--- src/hw/rtl/dfir_pkg.sv ---
// ----------------------------------------------------------------------------
// dfir_pkg: shared definitions for the decimating FIR filter core
// Register widths and reset values, register indexes, sequencer states and
// the control bundle that the sequencer hands to the datapath.
// ----------------------------------------------------------------------------
package dfir_pkg;

   // Default values of the top-level parameters.
   localparam int MAX_TAPS_DEF    = 1024;
   localparam int SAMPLE_BITS_DEF = 16;
   localparam int COEF_BITS_DEF   = 18;

   // Fixed field and register widths.
   localparam int RATIO_W      = 8;
   localparam int TAPS_REG_W   = 11;
   localparam int GAIN_W       = 16;
   localparam int COEF_INDEX_W = 10;
   localparam int CSR_INDEX_W  = 2;
   localparam int CSR_DATA_W   = 16;

   // Register reset values.
   localparam logic [RATIO_W-1:0]    DECIM_RATIO_RST = RATIO_W'(24);
   localparam logic [TAPS_REG_W-1:0] TAPS_RST        = TAPS_REG_W'(745);
   localparam logic [GAIN_W-1:0]     GAIN_RST        = GAIN_W'(6554);

   // The gain multiply walks the accumulator in chunks of this many bits.
   localparam int CHUNK_W = 16;

   // Cycles between the last tap read and a settled accumulator.
   localparam int DRAIN_CYCLES = 2;
   localparam int DRAIN_W      = 1;

   typedef enum logic [CSR_INDEX_W-1:0] {
      CSR_DECIM_RATIO = 2'd0,
      CSR_TAPS_IN_USE = 2'd1,
      CSR_OUT_GAIN    = 2'd2
   } csr_index_type;

   typedef enum logic [2:0] {
      ST_IDLE,
      ST_MAC,
      ST_DRAIN,
      ST_SCALE,
      ST_EMIT
   } fsm_state_type;

   typedef struct packed {
      logic clear;   // start of a new output: clear accumulator
      logic issue;   // a tap read is issued to both memories this cycle
      logic live;    // the issued delay-line entry holds a real sample
      logic scale;   // one step of the gain multiply
      logic emit;    // rounded result is on offer to the output register
   } mac_ctl_type;

endpackage

--- src/hw/rtl/dfir_mac.sv ---
// ----------------------------------------------------------------------------
// dfir_mac: multiply-accumulate and output scaling datapath
// Accumulates coefficient times sample over the taps, multiplies the sum by
// the gain chunk by chunk, then rounds and saturates to a sample.
// ----------------------------------------------------------------------------
module dfir_mac #(
   parameter int MAX_TAPS    = dfir_pkg::MAX_TAPS_DEF,
   parameter int SAMPLE_BITS = dfir_pkg::SAMPLE_BITS_DEF,
   parameter int COEF_BITS   = dfir_pkg::COEF_BITS_DEF
) (
   input  logic                                clock,
   input  logic                                reset,
   input  dfir_pkg::mac_ctl_type               ctl,
   input  logic signed [COEF_BITS-1:0]         coef_rdata,
   input  logic signed [SAMPLE_BITS-1:0]       samp_rdata,
   input  logic [dfir_pkg::GAIN_W-1:0]         out_gain,
   output logic                                scale_last,
   output logic [SAMPLE_BITS-1:0]              res_sample,
   output logic                                res_saturated
);

   localparam int ADDR_W = $clog2(MAX_TAPS);
   localparam int MUL_W  = SAMPLE_BITS + COEF_BITS;
   localparam int ACC_W  = SAMPLE_BITS + COEF_BITS + ADDR_W;
   localparam int NCH    = (ACC_W + dfir_pkg::CHUNK_W - 1) / dfir_pkg::CHUNK_W;
   localparam int EXT_W  = NCH * dfir_pkg::CHUNK_W;
   localparam int CH_W   = $clog2(NCH);
   localparam int SCL_W  = dfir_pkg::CHUNK_W + dfir_pkg::GAIN_W + 2;
   localparam int PROD_W = EXT_W + dfir_pkg::GAIN_W + 2;
   localparam int SH     = COEF_BITS + 14;
   localparam int Y_W    = PROD_W - SH;
   localparam logic [CH_W-1:0] CH_LAST = CH_W'(NCH - 1);

   logic                               rd_vld_ff;
   logic                               rd_live_ff;
   logic                               prod_vld_ff;
   logic [CH_W-1:0]                    ch_ff, ch_in;
   logic signed [MUL_W-1:0]            tap_prod_ff, tap_prod_in;
   logic signed [ACC_W-1:0]            acc_ff, acc_in;
   logic signed [PROD_W-1:0]           prod_ff, prod_in;

   logic signed [SAMPLE_BITS-1:0]      samp_eff;
   logic signed [EXT_W-1:0]            acc_ext;
   logic [dfir_pkg::CHUNK_W-1:0]       chunk;
   logic                               first;
   logic signed [dfir_pkg::CHUNK_W:0]  mul_a;
   logic signed [dfir_pkg::GAIN_W:0]   mul_b;
   logic signed [SCL_W-1:0]            scl_mul;
   logic signed [PROD_W-1:0]           rnd;
   logic signed [Y_W-1:0]              y;
   logic                               fits;

   // Tap product: a slot beyond the stream start contributes zero.
   assign samp_eff    = rd_live_ff ? samp_rdata : '0;
   assign tap_prod_in = coef_rdata * samp_eff;

   always_comb begin
      acc_in = acc_ff;
      if (ctl.clear) begin
         acc_in = '0;
      end else if (prod_vld_ff) begin
         acc_in = acc_ff + ACC_W'(tap_prod_ff);
      end
   end

   // Gain multiply, most significant chunk first (Horner form).
   assign acc_ext = EXT_W'(acc_ff);
   assign chunk   = acc_ext[ch_ff * dfir_pkg::CHUNK_W +: dfir_pkg::CHUNK_W];
   assign first   = (ch_ff == CH_LAST);
   assign mul_a   = first ? {chunk[dfir_pkg::CHUNK_W-1], chunk} : {1'b0, chunk};
   assign mul_b   = {1'b0, out_gain};
   assign scl_mul = mul_a * mul_b;

   always_comb begin
      prod_in = prod_ff;
      if (ctl.scale) begin
         if (first) begin
            prod_in = PROD_W'(scl_mul);
         end else begin
            prod_in = (prod_ff <<< dfir_pkg::CHUNK_W) + PROD_W'(scl_mul);
         end
      end
   end

   always_comb begin
      ch_in = ch_ff;
      if (ctl.clear) begin
         ch_in = CH_LAST;
      end else if (ctl.scale) begin
         ch_in = ch_ff - 1'b1;
      end
   end

   assign scale_last = (ch_ff == '0);

   // Round half up, then clip to the sample range.
   assign rnd  = prod_ff + (PROD_W'(1) <<< (SH - 1));
   assign y    = rnd[PROD_W-1:SH];
   assign fits = (&y[Y_W-1:SAMPLE_BITS-1]) || !(|y[Y_W-1:SAMPLE_BITS-1]);

   assign res_saturated = !fits;
   assign res_sample    = fits ? y[SAMPLE_BITS-1:0] :
                          y[Y_W-1] ? {1'b1, {(SAMPLE_BITS-1){1'b0}}} :
                                     {1'b0, {(SAMPLE_BITS-1){1'b1}}};

   always_ff @(posedge clock) begin
      if (reset) begin
         rd_vld_ff   <= 1'b0;
         rd_live_ff  <= 1'b0;
         prod_vld_ff <= 1'b0;
         ch_ff       <= CH_LAST;
      end else begin
         rd_vld_ff   <= ctl.issue;
         rd_live_ff  <= ctl.issue && ctl.live;
         prod_vld_ff <= rd_vld_ff;
         ch_ff       <= ch_in;
      end
   end

   always_ff @(posedge clock) begin
      tap_prod_ff <= tap_prod_in;
      acc_ff      <= acc_in;
      prod_ff     <= prod_in;
   end

endmodule

--- config.mk ---
export PLATFORM = sky130hd
export DESIGN_NAME = dfir_mac
export DESIGN_NICKNAME = d
export VERILOG_FILES = /design/src/hw/rtl/dfir_pkg.sv /design/src/hw/rtl/dfir_mac.sv
export SDC_FILE = /design/constraint.sdc
export NUM_CORES = 2
export LEC_CHECK = 0
export BUFFER_PORTS_ARGS = -buffer_cell sky130_fd_sc_hd__buf_2
export CAP_MARGIN = 20
export CORE_ASPECT_RATIO = 0.7
export CORE_UTILIZATION = 64
export CTS_CLUSTER_SIZE = 12
export DETAILED_ROUTE_END_ITERATION = 6
export PLACE_DENSITY = 0.79
export SYNTH_ARGS = -nofsm -noshare
export SYNTH_HDL_FRONTEND = slang
export SYNTH_SLANG_ARGS = --single-unit
--- constraint.sdc ---
create_clock -name clock -period 13 [get_ports clock]
set_input_delay 1.3 -clock clock [delete_from_list [all_inputs] [get_ports clock]]
set_output_delay 1.3 -clock clock [all_outputs]
set_load 0.01 [all_outputs]
; Word level (Yosys, flattened, before mapping)
; Index checks and enable logic that the tools add are counted.
[classes]
add_sub_neg = 4
n_mul = 2
n_eq_ne = 1
shifts = 1
n_mux = 5
reduce_logical = 8
[op_table]
columns = op, n
row1 = "66-bit by 33-bit adder with 66-bit output, second input constant", 1
row2 = 66-bit by 34-bit adder with 66-bit output, 1
row3 = 66-bit two-way mux, 1
row4 = 16-bit two-way mux, 3
row5 = 48-bit by 7-bit variable part select with 16-bit output, 1
row6 = 44-bit by 34-bit adder with 44-bit output, 1
row7 = 17-bit by 17-bit multiplier with 34-bit output, 1
row8 = 18-bit by 16-bit multiplier with 34-bit output, 1
row9 = 19-bit AND reduction, 1
row10 = 19-bit OR reduction, 1
row11 = 17-bit two-way mux, 1
row12 = "2-bit == test, second input constant", 1
row13 = 1-bit zero test, 2
row14 = 2-bit zero test, 1
row15 = 2-bit OR reduction, 1
row16 = "2-bit by 1-bit subtractor with 2-bit output, second input constant", 1
row17 = 1-bit logical AND, 1
row18 = 1-bit logical OR, 1
[totals]
register_bits = 149
in_bits = 57
word_cells = 28

; Logic depth before layout (Yosys ltp)
[depth]
word_depth = 5
depth_mapped = 39
ltp_nobuf = 38

; Worst setup path before layout
; No wires, ideal clock.
[synth_timing]
kind = register -> register
from = register ch_ff[0]
to = register prod_ff[64] (data pin)
setup_time_ps = 267
arrival_ps = 9666
t_required_ps = 12733
setup_slack_ps = 3068
path_stages_with_launch = 35
path_buffers = 4
period_less_slack_ps = 9932
path_cell_list = dfxtp_1 > clkbuf_1 > buf_1 > mux2i_1 > o22ai_1 > clkbuf_1 > nand2_1 > fa_1 > inv_1 > fa_1 > fa_1 > fa_1 > fa_1 > inv_1 > fa_1 > inv_1 > ha_1 > a21oi_1 > o211ai_1 > o31a_1 > o31ai_1 > o311ai_1 > a21o_1 > nand2_1 > ha_1 > clkbuf_1 > a21o_1 > a21o_1 > a21o_1 > a21o_1 > a21o_1 > a2111oi_0 > o41a_1 > nand2b_1 > nand4_1
[synth_between]
elab_chain_len = 5
word_cells_on_any_way = 6
classes_between = add/sub: 1 / mul: 1 / eq/ne: 1 / shift: 1 / mux: 2
[synth_lines]
columns = item, line_no
row1 = start: declaration, dfir_mac.sv:37  ; logic [CH_W-1:0] ch_ff, ch_in;
row2 = start signal: assignment, dfir_mac.sv:116  ; ch_ff <= ch_in;
row3 = 48-bit by 7-bit variable part select with 16-bit output / 2-bit == test (equally long branches), "dfir_mac.sv:68, dfir_mac.sv:69"
row4 = 17-bit two-way mux, dfir_mac.sv:70  ; assign mul_a = first ? {chunk[dfir_pkg::CHUNK_W-1], chunk} : {1'b0, chunk};
row5 = 17-bit by 17-bit multiplier with 34-bit output, dfir_mac.sv:72  ; assign scl_mul = mul_a * mul_b;
row6 = 66-bit by 34-bit adder with 66-bit output, dfir_mac.sv:80  ; prod_in = (prod_ff <<< dfir_pkg::CHUNK_W) + PROD_W'(scl_mul);
row7 = 66-bit two-way mux (*), dfir_mac.sv:77  ; if (first) begin
row8 = end signal: assignment, dfir_mac.sv:123  ; prod_ff <= prod_in;
row9 = end: declaration, dfir_mac.sv:40  ; logic signed [PROD_W-1:0] prod_ff, prod_in;
; Mark *: on every way between the ends. The rest lies on a longest branch, timed or not.
; A chain may end at the register's enable or synchronous reset.

; Worst setup path after layout
[layout_timing]
from = register ch_ff[0]
to = register prod_ff[65] (data pin)
; The elaborated chain is that of the path after synthesis.

==> impl_metrics.py <==
metrics = {
    "detailed_routing": {
        "drt-total-wl_um": 79700,
        "post_drt_wl_per_cell_um": 18.7,
        "drt-initial-drc-count": 2251,
        "dr.pass1.iters": 6,
        "remaining_drc_errors": 0,
        "ant_nets": 0,
        "via_count": 25200,
        "vias_per_cell": 5.89,
    },
    "worst_hold_path": {
        "hold_depth": 1,
        "hold_class": "reg2reg",
        "hold_start": "rd_vld_ff$_SDFF_PP0_",
        "min_to": "prod_vld_ff$_SDFF_PP0_",
    },
    "global_routing": {
        "grt.total_usage_pct": 32.9,
        "grt_pass1_vias": 25900,
        "antenna_found_initial": 4,
        "grt_max_degree": 89,
        "grt_pass1_wl_um": 133000,
        "gr-total-overflow": 0,
    },
    "die": {
        "die_height_um": 190,
        "core_um2": 49400,
        "row_count": 68,
        "ioPinCount": 75,
        "initial_core_util_pct": 65.0,
        "die_w_um": 270,
        "dieArea_um2": 51100,
    },
    "worst_setup_path": {
        "worstSetupPathType": "reg2reg",
        "start_kind": "flop",
        "reg2regPathDepth": 36,
        "crit_top_cell": "fa_1",
        "cpMaxStageDelayCell": "o311ai_1",
        "slowest_delay_ns": 0.96,
        "crit_arrival_ns": 12.01,
        "critPathRequiredTime_ns": 13.26,
        "r2r_slack_ns": 1.25,
        "r2r-end": "prod_ff[65]$_DFFE_PP_",
        "worst-path-buf-inv": 6,
        "r2r_start": "ch_ff[0]$_SDFFE_PP0P_",
        "path_delay_family": "adder cells",
        "worstPathMaxFanout": 19,
        "end_kind": "flop",
    },
    "cts": {
        "cts_setup_buffers": 0,
        "cts.sinks": 149,
        "clkTransAtPathRegs_ns": 0.08,
        "tritoncts": "done",
        "cts_hold_buf": 0,
        "insertion_delay_ns": 0.46,
        "clock_path_buffers": 2,
        "cts-resized-gates": 0,
        "h-tree-depth": 4,
        "cts-root-buf": "clkbuf_16",
        "numCtsBuffers": 17,
    },
    "synth": {
        "async_flop_share_pct": 0,
        "synth_seq_cells": 149,
        "synth_ff_type": "dfxtp_1",
        "syn_inst": 3622,
        "ys_seq_area_share_pct": 11.3,
        "yosys_warnings": 0,
        "synth_top_area_share_pct": 35.6,
        "yosysTopAreaCell": "fa_1",
        "synth_edf_count": 66,
        "synthesis.nets": 4518,
        "synthDistinctLibCells": 82,
        "avgSynthCellArea_um2": 8.87,
        "ys_top_cells_by_area": "fa_1, ha_1, inv_1, edfxtp_1, dfxtp_1",
        "synth_area_um2": 32100,
    },
    "power_and_ir_drop": {
        "powerDensity_nw_per_um2": 131,
        "power_frac_seq_pct": 19.4,
        "internal-power_uw": 2140,
        "p_comb_share_pct": 68.7,
        "p_sw_uw": 2260,
        "p_leak_uw": 0.0164,
        "worst_ir_drop_vdd_uv": 117,
        "p_total_uw": 4400,
        "clkPwrFrac_pct": 11.9,
        "p_sw_share_pct": 51.3,
    },
    "timing": {
        "fmax_ghz": 0.0851,
        "fin_hold_ws_ns": 0.440,
        "max-slew-margin-rel_pct": 24.9,
        "fin_crit_ns": 11.75,
        "setup_violations": 0,
        "min_period_over_period_pct": 90.4,
        "finalHoldViolations": 0,
        "finalClockSkew_ns": 0.0161,
        "fin_tns_setup_ns": 0,
        "slew_violations": 0,
        "tightest_slew_ns": 1.11,
        "rsz0062_at_grt": "false",
    },
    "cells_and_area": {
        "num-fill-cells": 3955,
        "regArea_um2": 3650,
        "syn2layout_area_growth_pct": 4.53,
        "layout-drive-gt1-share_pct": 5.08,
        "nets": 4487,
        "design_area_um2": 33600,
        "multi_input_area_um2": 25400,
    },
    "run": {
        "cap_violations": 0,
    },
    "place": {
        "io_buffers": 73,
        "placed_cell_area_um2": 33000,
        "hpwlAfterDp_um": 64300,
        "gp_congestion": 0.960,
    },
    "outcome": {
        "status": "completed",
    },
}
==> Yosys cell counts, drive strengths merged (39+ instances only) <==
cell	instances
a21o	84
a21oi	158
and2	133
and3	124
clkbuf	138
dfxtp	83
edfxtp	66
fa	572
ha	267
inv	677
mux2i	39
nand2	436
nand3	55
nor2	123
o21ai	109
xnor2	109
xor2	54
==> worst reg2reg max path, delay by kind of cell (launching register included) <==
kind                     cells  cell delay [ns]
flip-flops                   1             0.84
adder cells (fa/ha/maj)      8             3.95
buffers and inverters        6             1.00
AND/OR/NAND/NOR             10             2.66
AO/OA/AOI/OAI               12             3.09
==> placed cells by master (no fill, tap or decap), types with 21 or more instances in the layout <==
cell type and count:
edfxtp_1 66, buf_4 28, nand3_1 55, a211oi_1 24
a31oi_1 25, nor2_1 123, xnor2_1 109, a21oi_1 158
fa_1 572, o21a_1 30, buf_2 73, mux2i_1 39
nand2_1 436, inv_1 677, nand4_1 32, dfxtp_1 81
nor3_1 30, o21ai_0 100, and3_1 122, xor2_1 54
ha_1 267, and2_1 130, a21o_1 84, or2_2 21
==> power by group through the flow <==
stage / clock (uW) / sequential, uW / combinational [uW]
final: 526 / 854 / 3020
after global routing: 549 / 865 / 3370
after CTS: 528 / 844 / 2970
after detailed placement: 0 / 853 / 2940
after global placement: 0 / 853 / 2890
after floorplan: 0 / 774 / 2270
==> kinds of logic (layout without fill, tap and decap cells) <==
| logic type | Yosys count | count (layout) | share of synthesized area [%] |
|---|---|---|---|
| compound gates | 553 | 553 | 11.0 |
| xor+xnor | 163 | 163 | 4.44 |
| fa+ha+maj | 839 | 839 | 46.0 |
| buf+inv | 829 | 811 | 9.72 |
| flops | 149 | 149 | 11.3 |
| mux | 48 | 48 | 1.53 |
| other cells | 0 | 4 | 0 |
| simple gates | 1041 | 1041 | 16.0 |
==> per-stage QoR <==
stage | setup WS, ns | cells | util [%]
3_3_place_gp | 1.84 | 4237 | 66.7
4_1_cts | 1.58 | 4269 | 68.0
3_5_place_dp | 1.63 | 4237 | 66.7
2_1_floorplan | 3.07 | 3622 | -
5_1_grt | 0.714 | 4270 | 68.0
6_report | 1.25 | 4273 | 68.0
==> how the worst max path moves through the flow <==
stage                     startpoint               endpoint  slack [ns]  depth (start not counted)
3_3_place_gp   ch_ff[0]$_SDFFE_PP0P_  prod_ff[65]$_DFFE_PP_        1.84                         36
4_1_cts        ch_ff[0]$_SDFFE_PP0P_  prod_ff[65]$_DFFE_PP_        1.58                         36
3_5_place_dp   ch_ff[0]$_SDFFE_PP0P_  prod_ff[65]$_DFFE_PP_        1.63                         36
5_1_grt        ch_ff[0]$_SDFFE_PP0P_  prod_ff[65]$_DFFE_PP_        0.71                         36
2_1_floorplan  ch_ff[0]$_SDFFE_PP0P_  prod_ff[64]$_DFFE_PP_        3.07                         34
6_report       ch_ff[0]$_SDFFE_PP0P_  prod_ff[65]$_DFFE_PP_        1.25                         36
==> registers in the layout (all words and copies together), names as in the netlist <==
signal / cells
prod_ff: 66
acc_ff: 44
tap_prod_ff: 34
ch_ff: 2
prod_vld_ff: 1
rd_live_ff: 1
rd_vld_ff: 1
==> layer usage <==
layer	GRT usage, %	up-vias	part of all wire [%]
li1	-	11500	-
met1	48.9	12400	45
met2	48.6	1113	42
met3	8.41	144	11
met4	6.88	2	1.9
met5	0	-	0.016
==> final cells by class <==
type | instances | share of cell area, %
Inverter | 678 | 7.57
Clock inverter | 15 | 0.570
Multi-Input combinational cell | 2644 | 75.5
Sequential cell | 149 | 10.9
Tap cell | 665 | 2.48
Timing Repair Buffer | 101 | 1.71
Clock buffer | 17 | 1.27
Antenna cell | 4 | 0.0298
Note: power is estimated with default switching activity, not from simulation.
