### config.mk
export PLATFORM = sky130hd
export DESIGN_NAME = dfir_ctrl
export DESIGN_NICKNAME = d
export VERILOG_FILES = /design/src/hw/rtl/dfir_pkg.sv /design/src/hw/rtl/dfir_ctrl.sv
export SDC_FILE = /design/constraint.sdc
export NUM_CORES = 1
export LEC_CHECK = 0
export CAP_MARGIN = 20
export CORE_ASPECT_RATIO = 1.4
export CORE_MARGIN = 10
export CORE_UTILIZATION = 64
export CTS_BUF_LIST = sky130_fd_sc_hd__clkbuf_16
export CTS_CLUSTER_SIZE = 40
export DETAILED_ROUTE_END_ITERATION = 8
export DONT_BUFFER_PORTS = 1
export PLACE_DENSITY = 0.91
export SYNTH_ARGS = -nofsm -noshare
export SYNTH_HDL_FRONTEND = slang
export SYNTH_SLANG_ARGS = --single-unit
### constraint.sdc
create_clock -name clock -period 6.37 [get_ports clock]
set_input_delay 1.274 -clock clock [delete_from_list [all_inputs] [get_ports clock]]
set_output_delay 1.274 -clock clock [all_outputs]
set_load 0.02 [all_outputs]
### src/hw/rtl/dfir_pkg.sv
// ----------------------------------------------------------------------------
// dfir_pkg: shared definitions for the decimating FIR filter core
// Register widths and reset values, register indexes, sequencer states and
// the control bundle that the sequencer hands to the datapath.
// ----------------------------------------------------------------------------
package dfir_pkg;

   // Default values of the top-level parameters.
   localparam int MAX_TAPS_DEF    = 1024;
   localparam int SAMPLE_BITS_DEF = 16;
   localparam int COEF_BITS_DEF   = 18;

   // Fixed field and register widths.
   localparam int RATIO_W      = 8;
   localparam int TAPS_REG_W   = 11;
   localparam int GAIN_W       = 16;
   localparam int COEF_INDEX_W = 10;
   localparam int CSR_INDEX_W  = 2;
   localparam int CSR_DATA_W   = 16;

   // Register reset values.
   localparam logic [RATIO_W-1:0]    DECIM_RATIO_RST = RATIO_W'(24);
   localparam logic [TAPS_REG_W-1:0] TAPS_RST        = TAPS_REG_W'(745);
   localparam logic [GAIN_W-1:0]     GAIN_RST        = GAIN_W'(6554);

   // The gain multiply walks the accumulator in chunks of this many bits.
   localparam int CHUNK_W = 16;

   // Cycles between the last tap read and a settled accumulator.
   localparam int DRAIN_CYCLES = 2;
   localparam int DRAIN_W      = 1;

   typedef enum logic [CSR_INDEX_W-1:0] {
      CSR_DECIM_RATIO = 2'd0,
      CSR_TAPS_IN_USE = 2'd1,
      CSR_OUT_GAIN    = 2'd2
   } csr_index_type;

   typedef enum logic [2:0] {
      ST_IDLE,
      ST_MAC,
      ST_DRAIN,
      ST_SCALE,
      ST_EMIT
   } fsm_state_type;

   typedef struct packed {
      logic clear;   // start of a new output: clear accumulator
      logic issue;   // a tap read is issued to both memories this cycle
      logic live;    // the issued delay-line entry holds a real sample
      logic scale;   // one step of the gain multiply
      logic emit;    // rounded result is on offer to the output register
   } mac_ctl_type;

endpackage

### src/hw/rtl/dfir_ctrl.sv
// ----------------------------------------------------------------------------
// dfir_ctrl: request sequencer of the decimating FIR filter
// Tracks the delay-line pointer, fill level, warmup and decimation phase,
// and walks the tap addresses through both memories for each output.
// ----------------------------------------------------------------------------
module dfir_ctrl #(
   parameter int  MAX_TAPS = dfir_pkg::MAX_TAPS_DEF,
   localparam int ADDR_W   = $clog2(MAX_TAPS)
) (
   input  logic                               clock,
   input  logic                               reset,
   input  logic                               req_valid,
   input  logic                               req_type,
   input  logic [dfir_pkg::COEF_INDEX_W-1:0]  req_coef_index,
   input  logic [dfir_pkg::RATIO_W-1:0]       decim_ratio,
   input  logic [dfir_pkg::TAPS_REG_W-1:0]    taps_in_use,
   input  logic                               scale_last,
   input  logic                               out_free,
   output logic                               req_stall,
   output logic                               samp_we,
   output logic [ADDR_W-1:0]                  samp_waddr,
   output logic [ADDR_W-1:0]                  samp_raddr,
   output logic                               coef_we,
   output logic [ADDR_W-1:0]                  coef_waddr,
   output logic [ADDR_W-1:0]                  coef_raddr,
   output dfir_pkg::mac_ctl_type              ctl
);

   localparam int TAPS_W = $clog2(MAX_TAPS + 1);
   localparam int CLW    = (TAPS_W > dfir_pkg::TAPS_REG_W) ? TAPS_W : dfir_pkg::TAPS_REG_W;
   localparam int IXW    = (TAPS_W > dfir_pkg::COEF_INDEX_W) ? TAPS_W : dfir_pkg::COEF_INDEX_W;
   localparam int PH_W   = dfir_pkg::RATIO_W + 1;
   localparam logic [dfir_pkg::DRAIN_W-1:0] DRAIN_LAST =
      dfir_pkg::DRAIN_W'(dfir_pkg::DRAIN_CYCLES - 1);

   dfir_pkg::fsm_state_type state_ff, state_in;

   logic [ADDR_W-1:0]               wp_ff, wp_in;
   logic [TAPS_W-1:0]               fill_ff, fill_in;
   logic [ADDR_W-1:0]               warm_ff, warm_in;
   logic [dfir_pkg::RATIO_W-1:0]    phase_ff, phase_in;
   logic [ADDR_W-1:0]               m_ff, m_in;
   logic [ADDR_W-1:0]               last_m_ff, last_m_in;
   logic [ADDR_W-1:0]               rd_ptr_ff, rd_ptr_in;
   logic [dfir_pkg::DRAIN_W-1:0]    dr_ff, dr_in;

   logic                            idle;
   logic                            take_sample;
   logic                            take_coef;
   logic [CLW-1:0]                  taps_ext;
   logic [CLW-1:0]                  taps_eff;
   logic [ADDR_W-1:0]               half;
   logic [ADDR_W-1:0]               last_m_calc;
   logic [dfir_pkg::RATIO_W-1:0]    ratio_eff;
   logic [PH_W-1:0]                 phase_inc;
   logic                            phase_wrap;
   logic                            warming;
   logic                            emit_go;
   logic                            live;
   logic [IXW-1:0]                  idx_ext;

   assign idle        = (state_ff == dfir_pkg::ST_IDLE);
   assign take_sample = idle && req_valid && !req_type;
   assign take_coef   = idle && req_valid && req_type;

   // Zero taps act as one, more than the memory holds act as the maximum.
   assign taps_ext    = CLW'(taps_in_use);
   assign taps_eff    = (taps_ext == '0) ? CLW'(1) :
                        (taps_ext > CLW'(MAX_TAPS)) ? CLW'(MAX_TAPS) : taps_ext;
   assign half        = ADDR_W'((taps_eff - CLW'(1)) >> 1);
   assign last_m_calc = ADDR_W'(taps_eff - CLW'(1));

   assign ratio_eff   = (decim_ratio == '0) ? dfir_pkg::RATIO_W'(1) : decim_ratio;
   assign phase_inc   = {1'b0, phase_ff} + PH_W'(1);
   assign phase_wrap  = (phase_inc >= {1'b0, ratio_eff});

   assign warming     = (warm_ff < half);
   assign emit_go     = take_sample && !warming && (phase_ff == '0);

   // Entries further back than the number of samples seen read as zero.
   assign live        = (TAPS_W'(m_ff) < fill_ff);

   assign idx_ext     = IXW'(req_coef_index);

   assign samp_we     = take_sample;
   assign samp_waddr  = wp_ff;
   assign samp_raddr  = rd_ptr_ff;
   assign coef_we     = take_coef && (idx_ext < IXW'(MAX_TAPS));
   assign coef_waddr  = idx_ext[ADDR_W-1:0];
   assign coef_raddr  = m_ff;

   always_comb begin
      state_in = state_ff;
      unique case (state_ff)
         dfir_pkg::ST_IDLE: begin
            if (emit_go) state_in = dfir_pkg::ST_MAC;
         end
         dfir_pkg::ST_MAC: begin
            if (m_ff == last_m_ff) state_in = dfir_pkg::ST_DRAIN;
         end
         dfir_pkg::ST_DRAIN: begin
            if (dr_ff == DRAIN_LAST) state_in = dfir_pkg::ST_SCALE;
         end
         dfir_pkg::ST_SCALE: begin
            if (scale_last) state_in = dfir_pkg::ST_EMIT;
         end
         dfir_pkg::ST_EMIT: begin
            if (out_free) state_in = dfir_pkg::ST_IDLE;
         end
         default: begin
            state_in = dfir_pkg::ST_IDLE;
         end
      endcase
   end

   always_comb begin
      req_stall = !idle;
      ctl       = '0;
      ctl.clear = emit_go;
      ctl.issue = (state_ff == dfir_pkg::ST_MAC);
      ctl.live  = live;
      ctl.scale = (state_ff == dfir_pkg::ST_SCALE);
      ctl.emit  = (state_ff == dfir_pkg::ST_EMIT);
   end

   always_comb begin
      wp_in     = wp_ff;
      fill_in   = fill_ff;
      warm_in   = warm_ff;
      phase_in  = phase_ff;
      m_in      = m_ff;
      last_m_in = last_m_ff;
      rd_ptr_in = rd_ptr_ff;
      dr_in     = dr_ff;
      if (take_sample) begin
         wp_in = (wp_ff == ADDR_W'(MAX_TAPS - 1)) ? '0 : wp_ff + 1'b1;
         if (fill_ff != TAPS_W'(MAX_TAPS)) begin
            fill_in = fill_ff + 1'b1;
         end
         if (warming) begin
            warm_in = warm_ff + 1'b1;
         end else begin
            phase_in = phase_wrap ? '0 : phase_inc[dfir_pkg::RATIO_W-1:0];
         end
      end
      if (emit_go) begin
         m_in      = '0;
         last_m_in = last_m_calc;
         rd_ptr_in = wp_ff;
      end
      if (state_ff == dfir_pkg::ST_MAC) begin
         m_in      = m_ff + 1'b1;
         rd_ptr_in = (rd_ptr_ff == '0) ? ADDR_W'(MAX_TAPS - 1) : rd_ptr_ff - 1'b1;
         dr_in     = '0;
      end
      if (state_ff == dfir_pkg::ST_DRAIN) begin
         dr_in = dr_ff + 1'b1;
      end
   end

   always_ff @(posedge clock) begin
      if (reset) begin
         state_ff  <= dfir_pkg::ST_IDLE;
         wp_ff     <= '0;
         fill_ff   <= '0;
         warm_ff   <= '0;
         phase_ff  <= '0;
         m_ff      <= '0;
         last_m_ff <= '0;
         rd_ptr_ff <= '0;
         dr_ff     <= '0;
      end else begin
         state_ff  <= state_in;
         wp_ff     <= wp_in;
         fill_ff   <= fill_in;
         warm_ff   <= warm_in;
         phase_ff  <= phase_in;
         m_ff      <= m_in;
         last_m_ff <= last_m_in;
         rd_ptr_ff <= rd_ptr_in;
         dr_ff     <= dr_in;
      end
   end

endmodule

==> Yosys cells after proc, flatten, opt, wreduce, memory -nomap -nowiden <==
Index checks and enable logic that the tools add are counted.
{ "word_totals": {"register_bits": 73, "input_bits": 35, "output_inout_bits": 48, "wordCells": 73} }
{ "op_classes": {"addsub": 8, "order_cmp": 5, "n_eq_ne": 12, "mux": 18, "bitwise_logic": 1, "n_reduce_logical": 20} }
{ "ops": {"columns": ["op", "count"], "rows": [
  ["$mux 10", 6],
  ["$add 10x1->10 const B", 3],
  ["$mux 11", 2],
  ["$logic_not 8->1", 2],
  ["$mux 8", 2],
  ["$mux 3", 5],
  ["$pmux 3 s5", 1],
  ["$add 11x1->11 const B", 1],
  ["$gt 11x11->1 const B", 1],
  ["$logic_not 11->1", 1],
  ["$lt 10x11->1", 1],
  ["$lt 10x11->1 const B", 1],
  ["$ne 11x11->1 const B", 1],
  ["$sub 11x1->11 const B", 1],
  ["$eq 10x10->1", 1],
  ["$eq 10x10->1 const B", 1],
  ["$logic_not 10->1", 1],
  ["$lt 10x10->1", 1],
  ["$sub 10x1->10 const B", 1],
  ["$add 8x1->9 const B", 1],
  ["$ge 9x8->1", 1],
  ["$eq 3x2->1 const B", 2],
  ["$logic_and 1x1->1", 6],
  ["$ne 2x2->1 const B", 3],
  ["11 further kinds", 18]
]} }

==> Longest topological paths before layout <==
{ "depth": {"depth_word": 10, "mapped_depth": 17, "depth_no_buf": 15} }

==> Least setup slack after synthesis <==
Ideal clock, no wire load.
{ "synth_path": {"path_type": "input to output", "from": "input taps_in_use[8] (netlist bit)", "to": "output ctl[4] (netlist bit)", "arrival_time_ns": 4.617, "required_time_ns": 5.096, "slack_ns": 0.479, "stages": 13, "path_buffers": 3, "path_cell_list": "or4_1 > nor4bb_1 > o21ai_0 > ha_1 > clkbuf_1 > nand2b_1 > a21boi_0 > ha_1 > nand4_1 > a211o_1 > a311oi_4 > buf_4 > buf_4"} }
{ "synth_between": {"elab_chain_len": 8, "word_cells_on_any_way": 9, "classes_between": "add/sub: 1; order compare: 2; mux: 2; reduce/logical: 4"} }
{ "synth_lines": {"columns": ["element", "line_no", "rtl"], "rows": [
  ["start: declaration", "dfir_ctrl.sv:16", "input logic [dfir_pkg::TAPS_REG_W-1:0] taps_in_use,"],
  ["$gt 11x11->1", "dfir_ctrl.sv:69", "(taps_ext > CLW'(MAX_TAPS)) ? CLW'(MAX_TAPS) : taps_ext;"],
  ["$mux 11", "dfir_ctrl.sv:69", null],
  ["$mux 11 (*)", "dfir_ctrl.sv:68", "assign taps_eff = (taps_ext == '0) ? CLW'(1) :"],
  ["$sub 11x1->11 (*)", null, null],
  ["$lt 10x10->1 (*)", "dfir_ctrl.sv:77", "assign warming = (warm_ff < half);"],
  ["$logic_not 1->1 (*)", "dfir_ctrl.sv:78", "assign emit_go = take_sample && !warming && (phase_ff == '0);"],
  ["$logic_and 1x1->1 (*) (2 in series)", "dfir_ctrl.sv:78", null],
  ["end: declaration", "dfir_ctrl.sv:26", "output dfir_pkg::mac_ctl_type ctl"]
]} }
Every way passes the cells marked *; elsewhere a longest branch is shown, timed or not.

==> impl_metrics.csv <==
group,metric,value,unit
run_status,status,"completed",
sta,final.min_clock_period,5.80,ns
place,place.gp.congestion,0.931,
critical_path,reg2reg_depth,11,
global_route,grtUsageTotal,21.2,%
clock_tree,cts_tree,"done",
sta,hold_viol,0,
floorplanning,rows,36,
floorplanning,die_area,0.0110,mm^2
synth,seq_area_frac_synth,31.9,%
critical_path,crit_path_frequent_cell,"ha_1",
floorplanning,chipWidth,91.5,um
synth,synthArstFlopShare,0,%
sta,tns,0,ns
flow_run,drv_cap,0,
place,placed_cell_area,0.00453,mm^2
final_layout,drive_above_1_share,4.16,%
clock_tree,ctsHoldBuffers,0,
clock_tree,clock-root-buffer,"clkbuf_16",
routing,dr_wl_met2,6010,um
synth,synthDistinctLibCells,62,
critical_path,worstSetupPathType,"input port to output port",
sta,finalWorstSetupSlack,0.575,ns
synth,synth-main-ff-cell,"dfxtp_1",
floorplanning,die_h,120,um
floorplanning,pin_count,83,
critical_path,crit_family,"compound AO/OA/AOI/OAI gates",
synth,syn_area_per_cell,8.09,um^2
critical_path,reg2reg_slack,2.88,ns
floorplanning,initial_utilization,65.6,%
final_layout,postLayoutCellArea,0.00478,mm^2
critical_path,max_stage_delay,0.61,ns
power,vdd_drop_max,0.000156,V
clock_tree,cts_max_level,3,
critical_path,cp_data_arrival_time,4.52,ns
hold_path,whs_path_depth,2,
critical_path,path_max_fanout,9,
critical_path,reg2reg_to,"phase_ff[6]",
synth,synth_area,0.00458,mm^2
final_layout,num-fill-cells,537,
routing,drcViolationCount,0,
synth,yosys.area.top_type_share,31.9,%
global_route,grt_max_degree,70,
global_route,antenna_found_initial,0,
place,pre_cts_ws,0.619,ns
critical_path,cp.required,5.10,ns
routing,dr_wl_met3,949,um
hold_path,min_from,"phase_ff[1]",
floorplanning,core,0.00698,mm^2
place,dp_hpwl,8790,um
sta,relSlewSlack,36.6,%
routing,vias,4172,
sta,skew,0.00381,ns
sta,setup_viol,0,
synth,synth_edf_count,0,
critical_path,crit_path_end_kind,"output port",
routing,highest_layer,"met4",
place,io_buffers,0,
sta,drv_slew,0,
clock_tree,clk_pin_slew,0.05,ns
critical_path,r2r-start,"phase_ff[0]",
critical_path,crit_buf_inv,1,
final_layout,nets,618,
sta,fmax,0.173,GHz
clock_tree,cts_made_buffers,9,
routing,drt-initial-drc-count,327,
routing,wl_per_cell,18.0,um
global_route,grt_overflow,0,
final_layout,diodes,0,
synth,ys_ff_latch,73,
critical_path,startpoint_type,"input port",
sta,rsz0062_at_grt,"false",
clock_tree,cts_resized,0,
global_route,grt_pass1_vias,4206,
synth,synthCells,566,
sta,fin_crit_sh,91.0,%
synth,yosysTopAreaCell,"dfxtp_1",
global_route,grt_pass1_wl,19400,um
synth,synthesis.nets,636,
sta,worst_slew_pin_slew,0.943,ns
clock_tree,cts_setup_buffers,0,
routing,drtAntennaViolNets,0,
synth,synth_warnings,0,
routing,dr.pass1.iters,5,
clock_tree,cts.sinks,73,
final_layout,fin_util,68.5,%
power,powerDensity,224,mW/mm^2
hold_path,hold_class,"flip-flop to flip-flop",
clock_tree,insertion_delay,0.34,ns
routing,wl_met1,4220,um
critical_path,slowest_stage,"or4_1",
final_layout,syn_to_final_growth,4.45,%
routing,via_per_inst,6.44,
clock_tree,clockBufferDepth,2,
hold_path,whs_endpoint,"phase_ff[1]",
synth,synthTopCellsByArea,"dfxtp_1, ha_1, nor2_1",
routing,wl,11700,um
power,p_leak,1.81,nW
critical_path,worstPathCellList,"or4_1, nor4bb_1, o21ai_0, ha_1, nand2_1, mux2i_1, a21oi_1, inv_1, ha_1, a41oi_1, a211o_1, a311oi_4",
==> area by class of cell <==
class	count	area [um^2]	share of cell area [%]
clock buffer	9	225	4.71
clock inverter	7	30.0	0.628
inverter	38	143	2.98
multi-input combinational	424	2790	58.3
sequential	73	1460	30.5
tap	95	119	2.48
timing repair buffer	2	15.0	0.314
==> cell families (layout without fill, tap and decap cells) <==
kind of cell,Yosys count,after routing,share of synthesized area (%)
buffers and inverters,69,56,7.16
flip-flops,73,73,31.9
AND/OR/NAND/NOR,217,217,23.7
AO/OA/AOI/OAI,120,120,17.5
adder cells (fa/ha/maj),35,35,9.56
multiplexers,8,8,1.80
XOR/XNOR,44,44,8.41
==> layer usage <==
| layer | track usage [%] | vias to the layer above |
|---|---|---|
| met5 | 0 | - |
| met4 | 12.9 | 0 |
| met3 | 7.55 | 43 |
| met2 | 36.4 | 192 |
| met1 | 21.6 | 1952 |
| li1 | - | 1985 |
==> Yosys cell counts, types with 3 or more instances <==
| master | number |
|---|---|
| a211o_1 | 3 |
| a211oi_1 | 11 |
| a21o_1 | 3 |
| a21oi_1 | 39 |
| a221oi_1 | 4 |
| a311oi_1 | 3 |
| a31oi_1 | 5 |
| and2_1 | 4 |
| and3_1 | 3 |
| buf_2 | 4 |
| buf_4 | 15 |
| clkbuf_1 | 10 |
| dfxtp_1 | 73 |
| ha_1 | 35 |
| inv_1 | 37 |
| mux2i_1 | 6 |
| nand2_1 | 30 |
| nand2b_1 | 4 |
| nand3_1 | 27 |
| nand3b_1 | 4 |
| nand4_1 | 10 |
| nor2_1 | 76 |
| nor2b_1 | 4 |
| nor3_1 | 21 |
| nor4_1 | 5 |
| o21ai_0 | 24 |
| o31ai_1 | 3 |
| o32ai_1 | 5 |
| or3_1 | 15 |
| or4_1 | 3 |
| xnor2_1 | 17 |
| xor2_1 | 27 |
==> report_power, final <==
part / switching (mW) / internal (mW) / total (mW)
clock: 0.181 / 0.255 / 0.436
combinational: 0.0809 / 0.0505 / 0.131
sequential: 0.0339 / 0.471 / 0.504
total: 0.296 / 0.776 / 1.07
==> how the worst max path moves through the flow <==
stage	start	cells after the start	end
after floorplan	taps_in_use[8]	13	ctl[4]
after global placement	taps_in_use[8]	12	ctl[4]
after detailed placement	taps_in_use[8]	12	ctl[4]
after CTS	taps_in_use[8]	12	ctl[4]
after global routing	taps_in_use[8]	12	ctl[4]
final	taps_in_use[8]	12	ctl[4]
==> metrics by stage <==
stage                     hold slack [ns]  cells  power (mW)
final                               0.491    648        1.07
after global placement              0.463    632       0.635
after floorplan                     0.458    566       0.629
after global routing                0.516    648        1.11
after CTS                           0.497    648        1.07
after detailed placement            0.490    632       0.643
==> layout by cell type, fill, tap and decap left out, types with 4 or more instances in the layout <==
cell	count
and2_1	4
nor2b_1	4
o32ai_1	5
nor3_1	21
a31oi_1	5
o21ai_0	24
nand2b_1	4
xnor2_1	17
ha_1	35
mux2i_1	6
dfxtp_1	73
clkbuf_16	9
clkinv_1	4
nand3_1	27
or3_1	15
a221oi_1	4
nand3b_1	4
a211oi_1	11
nand2_1	30
xor2_1	27
inv_1	39
nor2_1	76
nor4_1	5
a21oi_1	39
nand4_1	10
==> state kept, by name, indices dropped and copies added, names as in the netlist <==
signal,count
samp_raddr,10
last_m_ff,10
phase_ff,8
dr_ff,1
warm_ff,10
fill_ff,11
samp_waddr,10
state_ff,3
coef_raddr,10
==> tightest hold or removal path: cells and delay by family (launching register included) <==
kind               cells  cell delay, ns
DFF                    1            0.33
AOI/OAI and AO/OA      1            0.05
and+or+nand+nor        1            0.06
(Power assumes the default switching activity.)
